==> src/fcpt_pkg.sv <==
// ----------------------------------------------------------------------------
// fcpt_pkg
// Shared types, constants and helper functions of the framed command parser.
// ----------------------------------------------------------------------------
package fcpt_pkg;

    // longest name or value that a frame may carry, plus one
    localparam int BUFFER_SIZE = 4096;
    localparam int LEN_W       = $clog2(BUFFER_SIZE);
    localparam logic [LEN_W-1:0] LEN_LIMIT = LEN_W'(BUFFER_SIZE - 1);

    localparam logic [LEN_W-1:0] HUD_LEN     = LEN_W'(3);
    localparam logic [LEN_W-1:0] LOGGING_LEN = LEN_W'(7);

    localparam logic [7:0] CH_COLON = 8'h3A;
    localparam logic [7:0] CH_SEMI  = 8'h3B;
    localparam logic [7:0] CH_EQUAL = 8'h3D;
    localparam logic [7:0] CH_PLUS  = 8'h2B;
    localparam logic [7:0] CH_MINUS = 8'h2D;
    localparam logic [7:0] CH_SPACE = 8'h20;
    localparam logic [7:0] CH_TAB   = 8'h09;
    localparam logic [7:0] CH_CR    = 8'h0D;
    localparam logic [7:0] CH_ZERO  = 8'h30;
    localparam logic [7:0] CH_NINE  = 8'h39;
    localparam logic [7:0] CH_NUL   = 8'h00;

    // command queue between parser and executor
    localparam int QUEUE_DEPTH = 2;
    localparam int QUEUE_AW    = $clog2(QUEUE_DEPTH);

    typedef enum logic [2:0] {
        EV_NONE      = 3'd0,
        EV_HUD       = 3'd1,
        EV_LOG_START = 3'd2,
        EV_LOG_STOP  = 3'd3,
        EV_UNKNOWN   = 3'd4,
        EV_ABANDON   = 3'd5
    } t_event;

    typedef enum logic [1:0] {
        CMD_NONE     = 2'd0,
        CMD_COMPLETE = 2'd1,
        CMD_ABANDON  = 2'd2
    } t_cmd_kind;

    typedef struct packed {
        t_cmd_kind kind;
        logic      is_hud;
        logic      is_logging;
        logic      nonempty;
        logic      nonzero;
        logic      negative;
    } t_cmd;

    function automatic logic [7:0] hud_ref_char(input logic [LEN_W-1:0] pos);
        logic [7:0] ch;
        case (pos)
            LEN_W'(0): ch = 8'h68;
            LEN_W'(1): ch = 8'h75;
            LEN_W'(2): ch = 8'h64;
            default:   ch = CH_NUL;
        endcase
        return ch;
    endfunction

    function automatic logic [7:0] logging_ref_char(input logic [LEN_W-1:0] pos);
        logic [7:0] ch;
        case (pos)
            LEN_W'(0): ch = 8'h6C;
            LEN_W'(1): ch = 8'h6F;
            LEN_W'(2): ch = 8'h67;
            LEN_W'(3): ch = 8'h67;
            LEN_W'(4): ch = 8'h69;
            LEN_W'(5): ch = 8'h6E;
            LEN_W'(6): ch = 8'h67;
            default:   ch = CH_NUL;
        endcase
        return ch;
    endfunction

endpackage

==> src/fcpt_if.sv <==
// ----------------------------------------------------------------------------
// fcpt_in_if / fcpt_out_if
// Valid/ready channels for received bytes and for parser results.
// ----------------------------------------------------------------------------
interface fcpt_in_if;
    logic       valid;
    logic       ready;
    logic [7:0] rx_byte;

    modport source (output valid, output rx_byte, input ready);
    modport sink   (input valid, input rx_byte, output ready);
endinterface

interface fcpt_out_if;
    logic       valid;
    logic       ready;
    logic       hud_hidden;
    logic       logging_on;
    logic [2:0] event_res;

    modport source (output valid, output hud_hidden, output logging_on,
                    output event_res, input ready);
    modport sink   (input valid, input hud_hidden, input logging_on,
                    input event_res, output ready);
endinterface

==> src/fcpt_front.sv <==
// ----------------------------------------------------------------------------
// fcpt_front
// Frames the byte stream, matches the name and classifies the value; emits
// one command per accepted byte.
// ----------------------------------------------------------------------------
module fcpt_front (
    input  logic           i_clk,
    input  logic           i_rst_n,
    fcpt_in_if.sink        i_rx,
    input  logic           i_queue_full,
    output logic           o_push,
    output fcpt_pkg::t_cmd o_cmd
);

    typedef enum logic [1:0] {
        VP_SKIP   = 2'd0,
        VP_DIGITS = 2'd1,
        VP_DONE   = 2'd2
    } t_phase;

    logic                        r_in_frame,        n_in_frame;
    logic                        r_in_value,        n_in_value;
    logic [fcpt_pkg::LEN_W-1:0]  r_name_length,     n_name_length;
    logic [fcpt_pkg::LEN_W-1:0]  r_value_length,    n_value_length;
    logic                        r_name_is_hud,     n_name_is_hud;
    logic                        r_name_is_logging, n_name_is_logging;
    logic                        r_name_ended,      n_name_ended;
    t_phase                      r_value_phase,     n_value_phase;
    logic                        r_value_negative,  n_value_negative;
    logic                        r_value_nonzero,   n_value_nonzero;
    logic                        r_value_nonempty,  n_value_nonempty;

    logic       accept;
    logic [7:0] c;
    logic       is_digit;
    logic       is_space;

    assign i_rx.ready = !i_queue_full;
    assign accept     = i_rx.valid && !i_queue_full;
    assign o_push     = accept;
    assign c          = i_rx.rx_byte;
    assign is_digit   = (c >= fcpt_pkg::CH_ZERO) && (c <= fcpt_pkg::CH_NINE);
    assign is_space   = (c == fcpt_pkg::CH_SPACE) ||
                        ((c >= fcpt_pkg::CH_TAB) && (c <= fcpt_pkg::CH_CR));

    always_comb begin
        n_in_frame        = r_in_frame;
        n_in_value        = r_in_value;
        n_name_length     = r_name_length;
        n_value_length    = r_value_length;
        n_name_is_hud     = r_name_is_hud;
        n_name_is_logging = r_name_is_logging;
        n_name_ended      = r_name_ended;
        n_value_phase     = r_value_phase;
        n_value_negative  = r_value_negative;
        n_value_nonzero   = r_value_nonzero;
        n_value_nonempty  = r_value_nonempty;

        o_cmd.kind       = fcpt_pkg::CMD_NONE;
        // terminating zero at the current name position
        o_cmd.is_hud     = r_name_is_hud &&
                           (r_name_ended || (r_name_length >= fcpt_pkg::HUD_LEN));
        o_cmd.is_logging = r_name_is_logging &&
                           (r_name_ended || (r_name_length >= fcpt_pkg::LOGGING_LEN));
        o_cmd.nonempty   = r_value_nonempty;
        o_cmd.nonzero    = r_value_nonzero;
        o_cmd.negative   = r_value_negative;

        if (c == fcpt_pkg::CH_COLON) begin
            n_in_frame        = 1'b1;
            n_in_value        = 1'b0;
            n_name_length     = '0;
            n_value_length    = '0;
            n_name_is_hud     = 1'b1;
            n_name_is_logging = 1'b1;
            n_name_ended      = 1'b0;
            n_value_phase     = VP_SKIP;
            n_value_negative  = 1'b0;
            n_value_nonzero   = 1'b0;
            n_value_nonempty  = 1'b0;
        end else if (!r_in_frame) begin
            // outside a frame
        end else if (c == fcpt_pkg::CH_SEMI) begin
            o_cmd.kind = fcpt_pkg::CMD_COMPLETE;
            n_in_frame = 1'b0;
            n_in_value = 1'b0;
        end else if (c == fcpt_pkg::CH_EQUAL) begin
            n_in_value = 1'b1;
        end else if (r_in_value) begin
            if (r_value_length >= fcpt_pkg::LEN_LIMIT) begin
                o_cmd.kind = fcpt_pkg::CMD_ABANDON;
                n_in_frame = 1'b0;
                n_in_value = 1'b0;
            end else begin
                n_value_length = r_value_length + 1'b1;
                if ((r_value_length == '0) && (c != fcpt_pkg::CH_NUL)) begin
                    n_value_nonempty = 1'b1;
                end
                unique case (r_value_phase)
                    VP_SKIP: begin
                        if (is_space) begin
                            n_value_phase = VP_SKIP;
                        end else if (c == fcpt_pkg::CH_PLUS) begin
                            n_value_phase = VP_DIGITS;
                        end else if (c == fcpt_pkg::CH_MINUS) begin
                            n_value_negative = 1'b1;
                            n_value_phase    = VP_DIGITS;
                        end else if (is_digit) begin
                            n_value_phase = VP_DIGITS;
                            if (c != fcpt_pkg::CH_ZERO) n_value_nonzero = 1'b1;
                        end else begin
                            n_value_phase = VP_DONE;
                        end
                    end
                    VP_DIGITS: begin
                        if (is_digit) begin
                            if (c != fcpt_pkg::CH_ZERO) n_value_nonzero = 1'b1;
                        end else begin
                            n_value_phase = VP_DONE;
                        end
                    end
                    default: begin
                        n_value_phase = r_value_phase;
                    end
                endcase
            end
        end else begin
            if (r_name_length >= fcpt_pkg::LEN_LIMIT) begin
                o_cmd.kind = fcpt_pkg::CMD_ABANDON;
                n_in_frame = 1'b0;
            end else begin
                n_name_length = r_name_length + 1'b1;
                if (!r_name_ended) begin
                    if (c != fcpt_pkg::hud_ref_char(r_name_length)) n_name_is_hud = 1'b0;
                    if (c != fcpt_pkg::logging_ref_char(r_name_length)) begin
                        n_name_is_logging = 1'b0;
                    end
                    if (c == fcpt_pkg::CH_NUL) n_name_ended = 1'b1;
                end
            end
        end
    end

    always_ff @(posedge i_clk) begin
        if (!i_rst_n) begin
            r_in_frame        <= 1'b0;
            r_in_value        <= 1'b0;
            r_name_length     <= '0;
            r_value_length    <= '0;
            r_name_is_hud     <= 1'b1;
            r_name_is_logging <= 1'b1;
            r_name_ended      <= 1'b0;
            r_value_phase     <= VP_SKIP;
            r_value_negative  <= 1'b0;
            r_value_nonzero   <= 1'b0;
            r_value_nonempty  <= 1'b0;
        end else if (accept) begin
            r_in_frame        <= n_in_frame;
            r_in_value        <= n_in_value;
            r_name_length     <= n_name_length;
            r_value_length    <= n_value_length;
            r_name_is_hud     <= n_name_is_hud;
            r_name_is_logging <= n_name_is_logging;
            r_name_ended      <= n_name_ended;
            r_value_phase     <= n_value_phase;
            r_value_negative  <= n_value_negative;
            r_value_nonzero   <= n_value_nonzero;
            r_value_nonempty  <= n_value_nonempty;
        end
    end

endmodule

==> src/fcpt_cmd_queue.sv <==
// ----------------------------------------------------------------------------
// fcpt_cmd_queue
// Small register queue that decouples the parser from the executor.
// ----------------------------------------------------------------------------
module fcpt_cmd_queue (
    input  logic           i_clk,
    input  logic           i_rst_n,
    input  logic           i_push,
    input  fcpt_pkg::t_cmd i_cmd,
    output logic           o_full,
    input  logic           i_pop,
    output logic           o_empty,
    output fcpt_pkg::t_cmd o_cmd
);

    fcpt_pkg::t_cmd r_slot [fcpt_pkg::QUEUE_DEPTH];

    logic [fcpt_pkg::QUEUE_AW-1:0] r_wr_ptr;
    logic [fcpt_pkg::QUEUE_AW-1:0] r_rd_ptr;
    logic [fcpt_pkg::QUEUE_AW:0]   r_count;

    assign o_full  = (r_count == (fcpt_pkg::QUEUE_AW+1)'(fcpt_pkg::QUEUE_DEPTH));
    assign o_empty = (r_count == '0);
    assign o_cmd   = r_slot[r_rd_ptr];

    always_ff @(posedge i_clk) begin
        if (i_push) begin
            r_slot[r_wr_ptr] <= i_cmd;
        end
    end

    always_ff @(posedge i_clk) begin
        if (!i_rst_n) begin
            r_wr_ptr <= '0;
            r_rd_ptr <= '0;
            r_count  <= '0;
        end else begin
            if (i_push) begin
                r_wr_ptr <= (r_wr_ptr == fcpt_pkg::QUEUE_AW'(fcpt_pkg::QUEUE_DEPTH - 1))
                            ? '0 : r_wr_ptr + 1'b1;
            end
            if (i_pop) begin
                r_rd_ptr <= (r_rd_ptr == fcpt_pkg::QUEUE_AW'(fcpt_pkg::QUEUE_DEPTH - 1))
                            ? '0 : r_rd_ptr + 1'b1;
            end
            if (i_push && !i_pop) begin
                r_count <= r_count + 1'b1;
            end else if (!i_push && i_pop) begin
                r_count <= r_count - 1'b1;
            end
        end
    end

endmodule

==> src/fcpt_back.sv <==
// ----------------------------------------------------------------------------
// fcpt_back
// Carries out queued commands on the hidden and logging flags and holds the
// result in an output register.
// ----------------------------------------------------------------------------
module fcpt_back (
    input  logic           i_clk,
    input  logic           i_rst_n,
    input  logic           i_empty,
    input  fcpt_pkg::t_cmd i_cmd,
    output logic           o_pop,
    fcpt_out_if.source     o_res
);

    logic              r_hidden_flag,    n_hidden_flag;
    logic              r_logging_active, n_logging_active;
    logic              r_out_valid;
    logic              r_out_hidden;
    logic              r_out_logging;
    fcpt_pkg::t_event  r_out_event,      n_event;

    logic is_zero;
    logic positive;

    assign o_pop = !i_empty && (!r_out_valid || o_res.ready);

    assign o_res.valid      = r_out_valid;
    assign o_res.hud_hidden = r_out_hidden;
    assign o_res.logging_on = r_out_logging;
    assign o_res.event_res  = r_out_event;

    assign is_zero  = !i_cmd.nonzero;
    assign positive = i_cmd.nonzero && !i_cmd.negative;

    always_comb begin
        n_hidden_flag    = r_hidden_flag;
        n_logging_active = r_logging_active;
        n_event          = fcpt_pkg::EV_NONE;
        unique case (i_cmd.kind)
            fcpt_pkg::CMD_COMPLETE: begin
                n_event = fcpt_pkg::EV_UNKNOWN;
                if (i_cmd.is_hud) begin
                    n_hidden_flag = !r_hidden_flag;
                    n_event       = fcpt_pkg::EV_HUD;
                end
                if (i_cmd.is_logging) begin
                    if (i_cmd.nonempty) begin
                        // a request for the state already held does nothing
                        if (is_zero && r_logging_active) begin
                            n_logging_active = 1'b0;
                            n_event          = fcpt_pkg::EV_LOG_STOP;
                        end else if (positive && !r_logging_active) begin
                            n_logging_active = 1'b1;
                            n_event          = fcpt_pkg::EV_LOG_START;
                        end
                    end else begin
                        n_logging_active = !r_logging_active;
                        n_event          = r_logging_active ? fcpt_pkg::EV_LOG_STOP
                                                            : fcpt_pkg::EV_LOG_START;
                    end
                end
            end
            fcpt_pkg::CMD_ABANDON: begin
                n_event = fcpt_pkg::EV_ABANDON;
            end
            default: begin
                n_event = fcpt_pkg::EV_NONE;
            end
        endcase
    end

    always_ff @(posedge i_clk) begin
        if (!i_rst_n) begin
            r_hidden_flag    <= 1'b0;
            r_logging_active <= 1'b0;
            r_out_valid      <= 1'b0;
        end else begin
            if (o_pop) begin
                r_hidden_flag    <= n_hidden_flag;
                r_logging_active <= n_logging_active;
                r_out_valid      <= 1'b1;
            end else if (o_res.ready) begin
                r_out_valid      <= 1'b0;
            end
        end
    end

    always_ff @(posedge i_clk) begin
        if (o_pop) begin
            r_out_hidden  <= n_hidden_flag;
            r_out_logging <= n_logging_active;
            r_out_event   <= n_event;
        end
    end

endmodule

==> src/framed_command_parser_toggle_unit.sv <==
// ----------------------------------------------------------------------------
// framed_command_parser_toggle_unit
// Frames ":name=value;" commands from a byte stream and toggles the overlay
// hidden and logging flags; one result per received byte.
// ----------------------------------------------------------------------------
// path: an accepted byte's command is written into the command queue, then popped
//   into the executor's output register, which holds its result; an output stall keeps it in the queue
// throughput: one byte per cycle while the queue is not full, set by the per-byte parser
//   update and a two-entry command queue ahead of the executor's output register
// reset: synchronous, clears framing state, both flags and the queue; no
//   clearing pass, ready is high once a reset edge has emptied the queue
module framed_command_parser_toggle_unit (
    input  logic       i_clk,
    input  logic       i_rst_n,
    fcpt_in_if.sink    i_rx,
    fcpt_out_if.source o_res
);

    logic           push;
    logic           pop;
    logic           queue_full;
    logic           queue_empty;
    fcpt_pkg::t_cmd front_cmd;
    fcpt_pkg::t_cmd queue_cmd;

    fcpt_front u_front (
        .i_clk        (i_clk),
        .i_rst_n      (i_rst_n),
        .i_rx         (i_rx),
        .i_queue_full (queue_full),
        .o_push       (push),
        .o_cmd        (front_cmd)
    );

    fcpt_cmd_queue u_queue (
        .i_clk   (i_clk),
        .i_rst_n (i_rst_n),
        .i_push  (push),
        .i_cmd   (front_cmd),
        .o_full  (queue_full),
        .i_pop   (pop),
        .o_empty (queue_empty),
        .o_cmd   (queue_cmd)
    );

    fcpt_back u_back (
        .i_clk   (i_clk),
        .i_rst_n (i_rst_n),
        .i_empty (queue_empty),
        .i_cmd   (queue_cmd),
        .o_pop   (pop),
        .o_res   (o_res)
    );

endmodule

==> src/flat_wrapper.sv <==
// flat-port wrapper written by rule: the top's interface ports become plain ports
module framed_command_parser_toggle_unit_flat 
  (i_clk, i_rst_n, i_rx_valid, i_rx_rx_byte, i_rx_ready, o_res_valid, o_res_hud_hidden, o_res_logging_on, o_res_event_res, o_res_ready);
  fcpt_in_if i_rx_i ();
  fcpt_out_if o_res_i ();
  input  logic i_clk;
  input  logic i_rst_n;
  input wire logic [$bits(i_rx_i.valid)-1:0] i_rx_valid;
  input wire logic [$bits(i_rx_i.rx_byte)-1:0] i_rx_rx_byte;
  output wire logic [$bits(i_rx_i.ready)-1:0] i_rx_ready;
  output wire logic [$bits(o_res_i.valid)-1:0] o_res_valid;
  output wire logic [$bits(o_res_i.hud_hidden)-1:0] o_res_hud_hidden;
  output wire logic [$bits(o_res_i.logging_on)-1:0] o_res_logging_on;
  output wire logic [$bits(o_res_i.event_res)-1:0] o_res_event_res;
  input wire logic [$bits(o_res_i.ready)-1:0] o_res_ready;
  assign i_rx_i.valid = i_rx_valid;
  assign i_rx_i.rx_byte = i_rx_rx_byte;
  assign i_rx_ready = i_rx_i.ready;
  assign o_res_valid = o_res_i.valid;
  assign o_res_hud_hidden = o_res_i.hud_hidden;
  assign o_res_logging_on = o_res_i.logging_on;
  assign o_res_event_res = o_res_i.event_res;
  assign o_res_i.ready = o_res_ready;
  framed_command_parser_toggle_unit u_core (.i_clk(i_clk), .i_rst_n(i_rst_n), .i_rx(i_rx_i), .o_res(o_res_i));
endmodule
==> config.mk <==
export PLATFORM = sky130hd
export DESIGN_NAME = framed_command_parser_toggle_unit_flat
export DESIGN_NICKNAME = d
export VERILOG_FILES = /design/src/fcpt_pkg.sv /design/src/fcpt_if.sv /design/src/fcpt_front.sv /design/src/fcpt_cmd_queue.sv /design/src/fcpt_back.sv /design/src/framed_command_parser_toggle_unit.sv /design/src/flat_wrapper.sv
export SDC_FILE = /design/constraint.sdc
export NUM_CORES = 1
export LEC_CHECK = 0
export BUFFER_PORTS_ARGS = -buffer_cell sky130_fd_sc_hd__buf_2
export CAP_MARGIN = 40
export CORE_MARGIN = 2
export CORE_UTILIZATION = 35
export CTS_BUF_LIST = sky130_fd_sc_hd__clkbuf_16
export CTS_CLUSTER_DIAMETER = 60
export DETAILED_ROUTE_END_ITERATION = 10
export SYNTH_ARGS = -nofsm -noshare
export SYNTH_HDL_FRONTEND = slang
export SYNTH_SLANG_ARGS = --single-unit
==> constraint.sdc <==
create_clock -name i_clk -period 2.6 [get_ports i_clk]
set_input_delay 0.13 -clock i_clk [delete_from_list [all_inputs] [get_ports i_clk]]
set_output_delay 0.13 -clock i_clk [all_outputs]
set_load 0.005 [all_outputs]
* After elaboration in Yosys (flattened, before gate mapping)
Memories as Yosys holds them, arrays and structs flattened. A register that Yosys moved wholly into a read port is not among the register bits. Cells that the tools add are included.
Cells by class: add/subtract/negate cells 6, multipliers 0, div/mod/pow operators 0, order comparisons 8, equality and inequality tests 31, shift-type cells 0, mux-type cells 136, bitwise gates (word level) 0, reductions and logical operators 51
Operator list (count):
- $mux 12 | 12
- $mux 8 | 14
- $mux 1 | 80
- $eq 8x6->1 const B | 6
- $mux 2 | 20
- $eq 12x3->1 const B | 3
- $pmux 7 s5 | 1
- $add 12x1->12 const B | 2
- $eq 12x2->1 const B | 2
- $ge 12x12->1 const B | 2
- $logic_not 12->1 | 2
- $reduce_and 8->1 | 3
- $pmux 7 s3 | 1
- $reduce_and 10->1 | 2
- $reduce_bool 2->1 | 9
- $ne 8x8->1 | 2
- $mux 3 | 5
- $eq 12x1->1 const B | 1
- $ge 12x2->1 const B | 1
- $ge 12x3->1 const B | 1
- $logic_and 1x1->1 | 12
- $ne 3x3->1 const B | 4
- $reduce_and 6->1 | 2
- $ne 2x2->1 const B | 5
- 23 further kinds | 40
Storage, ports and cells: flip-flop bits (word level) 46, bits in latches 0, bits in writable memories 14, memory bits (read-only) 0, input bits 12, output and inout bits 7, logic and storage cells 253, memories kept 1
Memory list:
- u_core.u_queue.r_slot | depth 2, bits a word 7, rd ports 1, clocked after Yosys merged registers in 1, write ports 1, line fcpt_cmd_queue.sv:16 | fcpt_pkg::t_cmd r_slot [fcpt_pkg::QUEUE_DEPTH];

* Longest topological paths before layout
Gate-level depths: netlist of the first run.
depth in word-level cells 19, depth in mapped cells 9, gate-level depth less buffers 8

* Cells and area by module
Synthesis of the first run repeated with hierarchy kept, for this count alone.
Unflattened totals: cell total of the unflattened synthesis 400, area, all modules 3590.9 µm²
Modules (own cells, without submodules):
- fcpt_front | times used 1, cells an instance 311, area an instance 2407.3 µm², seq. area each 680.7 µm²
- fcpt_cmd_queue | times used 1, cells an instance 44, area an instance 723.2 µm², seq. area each 520.5 µm²
- fcpt_back | times used 1, cells an instance 45, area an instance 460.4 µm², seq. area each 210.2 µm²

* Least setup slack after synthesis of the first run
OpenSTA, ideal clock, no wires.
kind reg2reg, start point reg u_core.u_front.r_name_length[0] (netlist bit), end point reg u_core.u_front.r_name_length[2] (netlist bit), library setup time 0.134 ns, data arrival time 1.839 ns, data required time 2.466 ns, slack 0.627 ns, stages on the path, launching flop included 8, clock period less this slack 1.973 ns, cell sequence dfxtp_1 > ha_1 > and4_1 > a41oi_1 > a21oi_2 > buf_2 > o311ai_0 > o31ai_1
On the way: word-level cells in the longest chain between the ends 7, elaborated cells between the ends (all ways) 10, those cells by class add/sub (1); order compare (1); eq/ne (1); mux (6); reduce/logical (1)
RTL lines:
- start, declared | line fcpt_front.sv:23 | logic [fcpt_pkg::LEN_W-1:0] r_name_length, n_name_length;
- start signal, assigned | line fcpt_front.sv:160 | r_name_length <= n_name_length;
- $add 12x1->12 | line fcpt_front.sv:132 | n_name_length = r_name_length + 1'b1;
- $mux 12 | line fcpt_front.sv:128 | if (r_name_length >= fcpt_pkg::LEN_LIMIT) begin
- $mux 12 | line fcpt_front.sv:89 | end else if (r_in_value) begin
- $mux 12 | line fcpt_front.sv:87 | end else if (c == fcpt_pkg::CH_EQUAL) begin
- $mux 12 | line fcpt_front.sv:83 | end else if (c == fcpt_pkg::CH_SEMI) begin
- $mux 12 | line fcpt_front.sv:81 | end else if (!r_in_frame) begin
- $mux 12 | line fcpt_front.sv:69 | if (c == fcpt_pkg::CH_COLON) begin
Several ways; a longest one is shown, not always the timed one. The select of a mux whose other input is x is not followed. A chain may end at the register's enable or synchronous reset.

* Worst setup path after layout of the first run
start point reg u_core.u_front.r_name_length[0] (netlist bit), end point reg u_core.u_front.r_name_length[3] (netlist bit)
Same word-level chain as after synthesis.

==> flow_summary.toml, run 1 <==
[die]
num_rows = 36
io_pins = 19
chipHeight_um = 105
die_w_um = 105
initial_core_util = 0.361
core_area_um2 = 9820
dieArea_um2 = 10900

[global_routing]
grt_antenna_before_repair = 0
grt_pass1_vias = 2881
track_usage = 0.155
grt_pass1_wl_um = 13900
grt_overflow_total = 0
grt_max_degree = 24

[worst_setup_path]
worst_setup_path_start_kind = "register"
max_stage_delay_ps = 560
worstSetupPathType = "reg2reg"
crit_family = "simple AND/OR/NAND/NOR gates"
path_buf_inv = 0
crit_fanout = 18
critical_path_required_ps = 2860
slowest_stage = "or4_1"
cp-end-kind = "register"
crit_chain = "ha_1 -> and4_1 -> a41oi_1 -> a21oi_2 -> or4_1 -> a21oi_1"
cp.arrival_ps = 2450

[cells_and_area]
nets = 438
synthToLayoutAreaGrowth_pct = 15.3
diodes = 0
fin_util = 0.416
drive_gt1_frac = 0.140
fin_area_um2 = 4090

[cts]
postCtsHoldBufs = 0
post_cts_resized = 0
clk_pin_slew_ps = 60
cts_tree = "built"
cts_buffer_depth = 2
numCtsBuffers = 9
postCtsSetupRepairBufs = 0
cts_sinks = 61
root_buffer = "clkbuf_16"
h-tree-depth = 3
insertion_delay_ps = 330

[timing]
finalSetupViolations = 0
rsz0062_at_grt = "no"
worst_pin_slew_ps = 668
max-slew-margin-rel = 0.554
post-route-period-util = 0.842
fin_skew_ps = 7.04
hold_viol_final = 0
fmax_ghz = 0.457
slew_viol_final = 0
min_period_ps = 2190
fin_tns_setup_ps = 0

[route]
via_per_inst = 5.63
detail_route.wl_per_cell_um = 15.0
antenna_left = 0
finalWirelength_um = 8310
drt_first_pass_iters = 4
num_vias = 3122
drc = 0
drtIter0Drc = 192

[placement]
dpl_cell_area_um2 = 3790
dp_hpwl_um = 5930
io_buffers = 18
place_congestion = 0.857

[yosys]
avgSynthCellArea_um2 = 8.88
synth-edff-count = 19
synth_nets = 420
ys_types = 63
synth_seq_area_share = 0.398
syn_inst = 399
yosysTopAreaCellShare = 0.237
yosysTopAreaCell = "dfxtp_1"
yosys-top-cells-area = "dfxtp_1 24%, edfxtp_1 16%, a21oi_1 4.9%"
ys_ff_latch = 61
syn-cell-area_um2 = 3540
yosysMostFrequentCell = "dfxtp_1"
async_reset_ff_frac = 0
yosysWarnings = 0
ys.flop_type = "dfxtp_1"
synth_common_cells = "42 x dfxtp_1, 35 x a21oi_1, 25 x nor2_1"

[worst_hold_path]
hold_path.class = "in2reg"

[job]
drv_cap = 0

[power]
power_density_nw_per_um2 = 697
power.leakage_nw = 1.40
ir_worst_vdd_mv = 0.283

[run_status]
status = "finished, final reports clean"
registers in the layout, indices dropped and copies added, names as in the netlist, 2 cells and up, named ones only:
| name | count |
|---|---|
| u_core.u_front.r_value_phase | 2 |
| u_core.u_front.r_name_length | 12 |
| u_core.u_queue.r_slot | 14 |
| u_core.u_front.r_value_length | 12 |
| u_core.u_queue.r_count | 2 |
| u_core.u_back.o_res.event_res | 3 |
worst reg2reg max path: cells and delay by family, from the launching register on:
kind	cells	cell delay (ps)
simple gates	2	830
compound gates	3	710
flops	1	350
fa+ha+maj	1	230
layout by cell type, fill, tap and decap left out, types with 6 or more instances in the layout:
| cell | count |
|---|---|
| o21ai_0 | 21 |
| or4_1 | 15 |
| clkbuf_16 | 9 |
| o21a_1 | 6 |
| a21oi_1 | 35 |
| ha_1 | 9 |
| and3_1 | 7 |
| buf_4 | 12 |
| dfxtp_1 | 42 |
| edfxtp_1 | 19 |
| mux2i_1 | 7 |
| o31ai_1 | 18 |
| nand2b_1 | 6 |
| nor3_1 | 9 |
| inv_1 | 17 |
| nor2_1 | 25 |
| nand4_1 | 10 |
| nand3_1 | 20 |
| buf_2 | 18 |
| nand2_1 | 19 |
worst paths after layout:
| path | startpoint | end | slack (ps) | cells past startpoint |
|---|---|---|---|---|
| max | u_core.u_front.r_name_length[0]$_SDFFE_PN0P_ | u_core.u_front.r_name_length[3]$_SDFFE_PN0P_ | 410 | 6 |
| min | i_rst_n | u_core.u_front.r_in_value$_SDFFE_PN0P_ | 110 | 2 |
| max reg2reg | u_core.u_front.r_name_length[0]$_SDFFE_PN0P_ | u_core.u_front.r_name_length[3]$_SDFFE_PN0P_ | 410 | 6 |
| min reg2reg | u_core.u_front.r_value_nonzero$_SDFFE_PN0P_ | u_core.u_queue.r_slot[1][1]$_DFFE_PP_ | 460 | 0 |
routing by layer:
layer	share of wire	vias up	track usage	wire (um)
met2	0.45	70	0.239	3750
met1	0.50	1463	0.209	4130
met4	0.016	0	0.0581	131
met5	0	-	0	0
li1	-	1576	-	-
met3	0.036	13	0.0393	301
final cells by class:
class	instances	area, um2
Fill cell	981	5730
Multi-Input combinational cell	296	1960
Sequential cell	61	1410
Clock buffer	9	225
Timing Repair Buffer	30	180
Tap cell	133	166
Clock inverter	7	72.6
Inverter	19	71.3
power breakdown:
group | internal [mW] | switching (mW) | leakage [nW] | total, mW
Combinational | 0.211 | 0.262 | 0.727 | 0.474
Sequential | 1.12 | 0.0629 | 0.525 | 1.18
Clock | 0.744 | 0.449 | 0.145 | 1.19
cells by family (layout without fill, tap and decap cells):
logic type               after synthesis  count (layout)  synth area share
adder cells (fa/ha/maj)                9               9            0.0318
flip-flops                            61              61             0.398
multiplexers                          10              10            0.0325
XOR/XNOR                               6               6            0.0148
buffers and inverters                 42              65            0.0501
AND/OR/NAND/NOR                      152             152             0.251
AO/OA/AOI/OAI                        119             119             0.221
through the flow:
step / std cells / hold slack [ps] / total power [mW] / worst slack (ps)
CTS: 555 / 97.6 / 2.87 / 374
detailed placement: 539 / 440 / 1.68 / 404
finish: 555 / 110 / 2.85 / 412
floorplan: 399 / 248 / 1.52 / 627
global placement: 539 / 438 / 1.67 / 480
global route: 555 / 103 / 2.99 / 184
Power figures use the tool's default switching activity.
==> run 2, diff against run 1 <==
==> constraint.sdc (replaced) <==
create_clock -name i_clk -period 1.9 [get_ports i_clk]
set_input_delay 0.095 -clock i_clk [delete_from_list [all_inputs] [get_ports i_clk]]
set_output_delay 0.095 -clock i_clk [all_outputs]
set_load 0.005 [all_outputs]
==> run 2 against run 1 <==
Largest power group is now sequential cells. Via count increased by 8.1%. Core utilization increased by 5.3 points. Worst setup slack got worse by 390 ps.
==> flow_summary.toml, run 2 (same netlist as run 1, synthesis figures left out) <==
[run_status]
status = "finished, final reports clean"

[cells_and_area]
drive_gt1_frac = 0.282
final_cell_mix = "61 x buf_4, 39 x dfxtp_1, 30 x a21oi_1"
synthToLayoutAreaGrowth_pct = 30.0
largest_register_ffs = 14
multi_input_area_um2 = 2050
regArea_um2 = 1420
top_regs = "u_core.u_queue.r_slot (14), u_core.u_front.r_name_length (12), u_core.u_front.r_value_length (12)"
diodes = 0
nets = 491
fill_cells = 969
final_common_cell = "buf_4"
top_register = "u_core.u_queue.r_slot"

[route]
drt_first_pass_iters = 4
drc = 0
num_vias = 3374
finalWirelength_um = 9140
drtIter0Drc = 162
via_per_inst = 5.55
antenna_left = 0
detail_route.wl_per_cell_um = 15.0

[die]
chipHeight_um = 105
num_rows = 36
die_w_um = 105
core_area_um2 = 9820
initial_core_util = 0.361
dieArea_um2 = 10900
io_pins = 19

[worst_setup_path]
ff2ff_path_depth = 7
cp-end-kind = "register"
crit_chain = "ha_2 -> and4_4 -> a41oi_4 -> a21oi_4 -> buf_12 -> or4_1 -> a21oi_1"
critical_path_required_ps = 2160
slowest_stage = "or4_1"
worst_setup_path_start_kind = "register"
worstSetupPathType = "reg2reg"
crit_fanout = 9
max_stage_delay_ps = 500
cp.arrival_ps = 2130

[timing]
finalSetupViolations = 0
min_period_ps = 1870
fin_skew_ps = 7.92
rsz0062_at_grt = "yes"
hold-worst-slack_ps = 73.9
worst_pin_slew_ps = 533
worst_slack_ps = 25.1
fmax_ghz = 0.533
slew_viol_final = 0
post-route-period-util = 0.987
hold_viol_final = 0
max-slew-margin-rel = 0.640

[placement]
dp_hpwl_um = 6660
io_buffers = 18
post-place-ws_ps = -84.8
place_congestion = 0.849

[cts]
clk_pin_slew_ps = 60
numCtsBuffers = 9
insertion_delay_ps = 330
root_buffer = "clkbuf_16"
cts_sinks = 61
cts_buffer_depth = 2
cts_tree = "built"
h-tree-depth = 3

[global_routing]
grt_pass1_vias = 3221
grt_overflow_total = 0
grt_antenna_before_repair = 0
track_usage = 0.172
grt_max_degree = 22
grt_pass1_wl_um = 15500

[power]
ir_worst_vdd_mv = 0.424
swShare = 0.283
p_int_mw = 2.76
p_seq_frac = 0.415
pwr-share-clk = 0.391
power_switching_mw = 1.09
power.leakage_nw = 1.67
power_density_nw_per_um2 = 835
pwr-share-comb = 0.194

[job]
drv_cap = 0

[worst_hold_path]
hold_path.class = "in2reg"
holdPathStages = 2
## run 2: cell count changes in the layout (fill, tap and decap cells not counted), moves of 3 or more
cell | previous run | this run
a21oi_1 | 35 | 30
a21oi_2 | 3 | 7
buf_12 | 0 | 3
buf_4 | 12 | 61
clkinvlp_4 | 0 | 3
dfxtp_1 | 42 | 39
dfxtp_2 | 0 | 3
ha_1 | 9 | 5
ha_2 | 0 | 4
## run 2: routing by layer
layer,share of wire,track usage
met4,0.011,0.0495
met1,0.47,0.224
met2,0.49,0.286
met5,0,0
met3,0.032,0.0393
## run 2: path summary, 6_finish.rpt
path                                                 from                                           end  slack [ps]
max          u_core.u_front.r_name_length[1]$_SDFFE_PN0P_  u_core.u_front.r_name_length[3]$_SDFFE_PN0P_          30
min                                               i_rst_n        u_core.u_front.r_in_value$_SDFFE_PN0P_          70
max reg2reg  u_core.u_front.r_name_length[1]$_SDFFE_PN0P_  u_core.u_front.r_name_length[3]$_SDFFE_PN0P_          30
min reg2reg  u_core.u_front.r_value_nonempty$_SDFFE_PN0P_         u_core.u_queue.r_slot[0][2]$_DFFE_PP_         450
## run 2: final cells by class
type | count | area share
clock inverters | 7 | 0.0109
repair buffers | 83 | 0.137
flip-flops and latches | 61 | 0.307
inverters | 19 | 0.0155
clock buffers | 9 | 0.0489
well taps | 133 | 0.0361
multi-input cells | 296 | 0.444
## run 2: timing repair
action	CTS	global route
cloned	0	1
endpoints found under the setup margin	7	16
gates resized for setup	2	19
hold buffers	0	0
pin swaps	3	13
buffers inserted	1	0
## run 2: critical path: cells and delay by family, from the launching register on
family / cells / cell delay [ps]
AND/OR/NAND/NOR: 2 / 700
AO/OA/AOI/OAI: 3 / 430
flip-flops: 1 / 340
adder cells (fa/ha/maj): 1 / 180
buffers and inverters: 1 / 150
## run 2: metrics by stage
| stage | power [mW] | cells | util | TNS, ps | cell area (um2) |
|---|---|---|---|---|---|
| 2_1_floorplan | 2.08 | 399 | - | 0 | 3560 |
| 3_3_place_gp | 2.34 | 590 | 0.430 | -35.6 | 4220 |
| 3_5_place_dp | 2.37 | 590 | 0.430 | -472 | 4220 |
| 4_1_cts | 3.88 | 607 | 0.459 | 0 | 4510 |
| 5_1_grt | 4.05 | 608 | 0.469 | -255 | 4610 |
| 6_report | 3.85 | 608 | 0.469 | 0 | 4610 |
## run 2: power groups by stage
stage / clock [mW] / combinational [mW] / sequential [mW]
after floorplan: 0 / 0.462 / 1.62
after global placement: 0 / 0.725 / 1.62
after detailed placement: 0 / 0.745 / 1.62
after CTS: 1.53 / 0.750 / 1.60
after global routing: 1.59 / 0.845 / 1.61
final: 1.51 / 0.746 / 1.60
==> run 3, diff against run 2 <==
==> constraint.sdc (replaced) <==
create_clock -name i_clk -period 1.64 [get_ports i_clk]
set_input_delay 0.082 -clock i_clk [delete_from_list [all_inputs] [get_ports i_clk]]
set_output_delay 0.082 -clock i_clk [all_outputs]
set_load 0.005 [all_outputs]
==> run 3 against run 2 <==
The flow now finishes with violations (setup timing). Cell count up 8.2%. Worst setup slack worse by 290 ps. Worst hold slack worse by 5.9 ps. Die area unchanged. Routed wire length up 18%. Combinational power up 68%. Total power up 27%. Core utilization up 9.4 points. Flip-flop and latch count unchanged. Clock skew down 2.4 ps. Sequential share of layout area down 4.8 points. Highest routed layer unchanged.
==> flow_summary.toml, run 3 (same netlist as run 1, synthesis figures left out) <==
[die]
dieArea_um2 = 10900
initial_core_util = 0.361
chipHeight_um = 105
die_w_um = 105
num_rows = 36
core_area_um2 = 9820
io_pins = 19

[timing]
fmax_ghz = 0.526
rsz0062_at_grt = "yes"
worst_pin_slew_ps = 466
worst_slack_ps = -263
slew_viol_final = 0
max-slew-margin-rel = 0.685
hold_viol_final = 0
finalSetupViolations = 30
min_period_ps = 1900
fin_skew_ps = 5.54
post-route-period-util = 1.16

[route]
via_per_inst = 5.47
antenna_left = 0
finalWirelength_um = 10700
detail_route.wl_per_cell_um = 16.3
drtIter0Drc = 117
drc = 0
drt_first_pass_iters = 4
num_vias = 3601

[cells_and_area]
final_cell_mix = "98 x buf_4, 32 x dfxtp_1, 22 x a21oi_2"
final_common_cell = "buf_4"
top_register = "u_core.u_queue.r_slot"
top_regs = "u_core.u_queue.r_slot (14), u_core.u_front.r_name_length (12), u_core.u_front.r_value_length (12)"
nets = 541
diodes = 0
synthToLayoutAreaGrowth_pct = 56.0
largest_register_ffs = 14
drive_gt1_frac = 0.501
fill_cells = 884
fin_util = 0.563

[placement]
io_buffers = 18
dp_hpwl_um = 7240
place_congestion = 0.854

[global_routing]
grt_overflow_total = 0
grt_pass1_wl_um = 16400
grt_max_degree = 28
track_usage = 0.184
met3_usage = 0.0399
grtUsageMet2 = 0.319
grt-busiest-layer = "met2"
grt_pass1_vias = 3427
use_met1 = 0.234
grt_antenna_before_repair = 0

[worst_setup_path]
reg2reg_setup_slack_ps = -260
cp-end-kind = "register"
crit_start = "u_core.u_front.r_value_length[1]$_SDFFE_PN0P_"
r2r-end = "u_core.u_front.r_value_phase[0]$_SDFFE_PN0P_"
r2r-start = "u_core.u_front.r_value_length[1]$_SDFFE_PN0P_"
worst_setup_path_start_kind = "register"
cp-endpoint = "u_core.u_front.r_value_phase[0]$_SDFFE_PN0P_"
worstSetupPathType = "reg2reg"
cp.arrival_ps = 2120
crit_fanout = 5
ff2ff_path_depth = 7
critical_path_required_ps = 1850

[cts]
cts_tree = "built"
numCtsBuffers = 9
cts_sinks = 61
clk_pin_slew_ps = 60
root_buffer = "clkbuf_16"
postCtsHoldBufs = 0
insertion_delay_ps = 330
h-tree-depth = 3
cts_buffer_depth = 2

[power]
ir_worst_vdd_mv = 0.594
power.leakage_nw = 2.03
power_density_nw_per_um2 = 883
finalPower_mw = 4.88

[run_status]
violations = "setup timing"
status = "finished, violations left"

[job]
drv_cap = 0

[worst_hold_path]
hold_path.class = "in2reg"
run 3: cell count changes in the layout (fill, tap and decap cells not counted), sizes merged:
cell,change
buf,+49
clkbuf,+1
clkinv,+1
clkinvlp,-1
run 3: stage by stage:
| step | setup TNS, ps | setup WS (ps) | area, um2 | std cells | hold slack (ps) |
|---|---|---|---|---|---|
| 2_1_floorplan | -2000 | -182 | 3700 | 399 | 200 |
| 3_3_place_gp | -4750 | -207 | 4580 | 626 | 399 |
| 3_5_place_dp | -5630 | -237 | 4580 | 626 | 402 |
| 4_1_cts | -3060 | -237 | 5010 | 648 | 55.8 |
| 5_1_grt | -6920 | -347 | 5530 | 658 | 70.1 |
| 6_report | -4450 | -263 | 5530 | 658 | 68.1 |
run 3: area by class of cell:
class / count / area, um2 / area share
clock inverters: 7 / 48.8 / 0.00883
multi-input cells: 296 / 2510 / 0.453
repair buffers: 133 / 1070 / 0.194
clock buffers: 9 / 225 / 0.0407
inverters: 19 / 80.1 / 0.0145
well taps: 133 / 166 / 0.0301
flip-flops and latches: 61 / 1430 / 0.259
run 3: worst max-delay path, cell delays in order, from the launching register on:
cell     delay [ps]
dfxtp_2         350
ha_4            140
nand4_1         130
o31a_1          340
a21oi_4         360
buf_6           160
nor3_1           40
o311a_1         280
run 3: worst min path at each step:
| stage | depth (start not counted) | start | endpoint |
|---|---|---|---|
| after CTS | 2 | i_rst_n | u_core.u_front.r_in_value$_SDFFE_PN0P_ |
| after detailed placement | 2 | i_rst_n | u_core.u_front.r_in_value$_SDFFE_PN0P_ |
| final | 2 | i_rst_n | u_core.u_front.r_in_value$_SDFFE_PN0P_ |
| after global placement | 2 | i_rst_n | u_core.u_front.r_in_value$_SDFFE_PN0P_ |
| after global routing | 2 | i_rst_n | u_core.u_front.r_in_value$_SDFFE_PN0P_ |
| after floorplan | 1 | i_rst_n | u_core.u_front.r_in_value$_SDFFE_PN0P_ |
run 3: where the power goes:
| part | switching, mW | internal (mW) | total, mW |
|---|---|---|---|
| logic | 0.619 | 0.628 | 1.25 |
| clock network | 0.730 | 1.02 | 1.75 |
| registers | 0.106 | 1.77 | 1.88 |
run 3: what timing repair did:
item                                    4_1_cts  5_1_grt
gates cloned                                  0        3
endpoints found under the setup margin       37       45
setup buffers                                 6        7
pin swaps                                    31       32
resized for setup                            29       90
run 3: layer usage:
layer | vias up | wire length (um)
li1 | 1781 | -
met1 | 1750 | 4720
met2 | 60 | 5570
met3 | 10 | 321
met4 | 0 | 121
met5 | - | 0
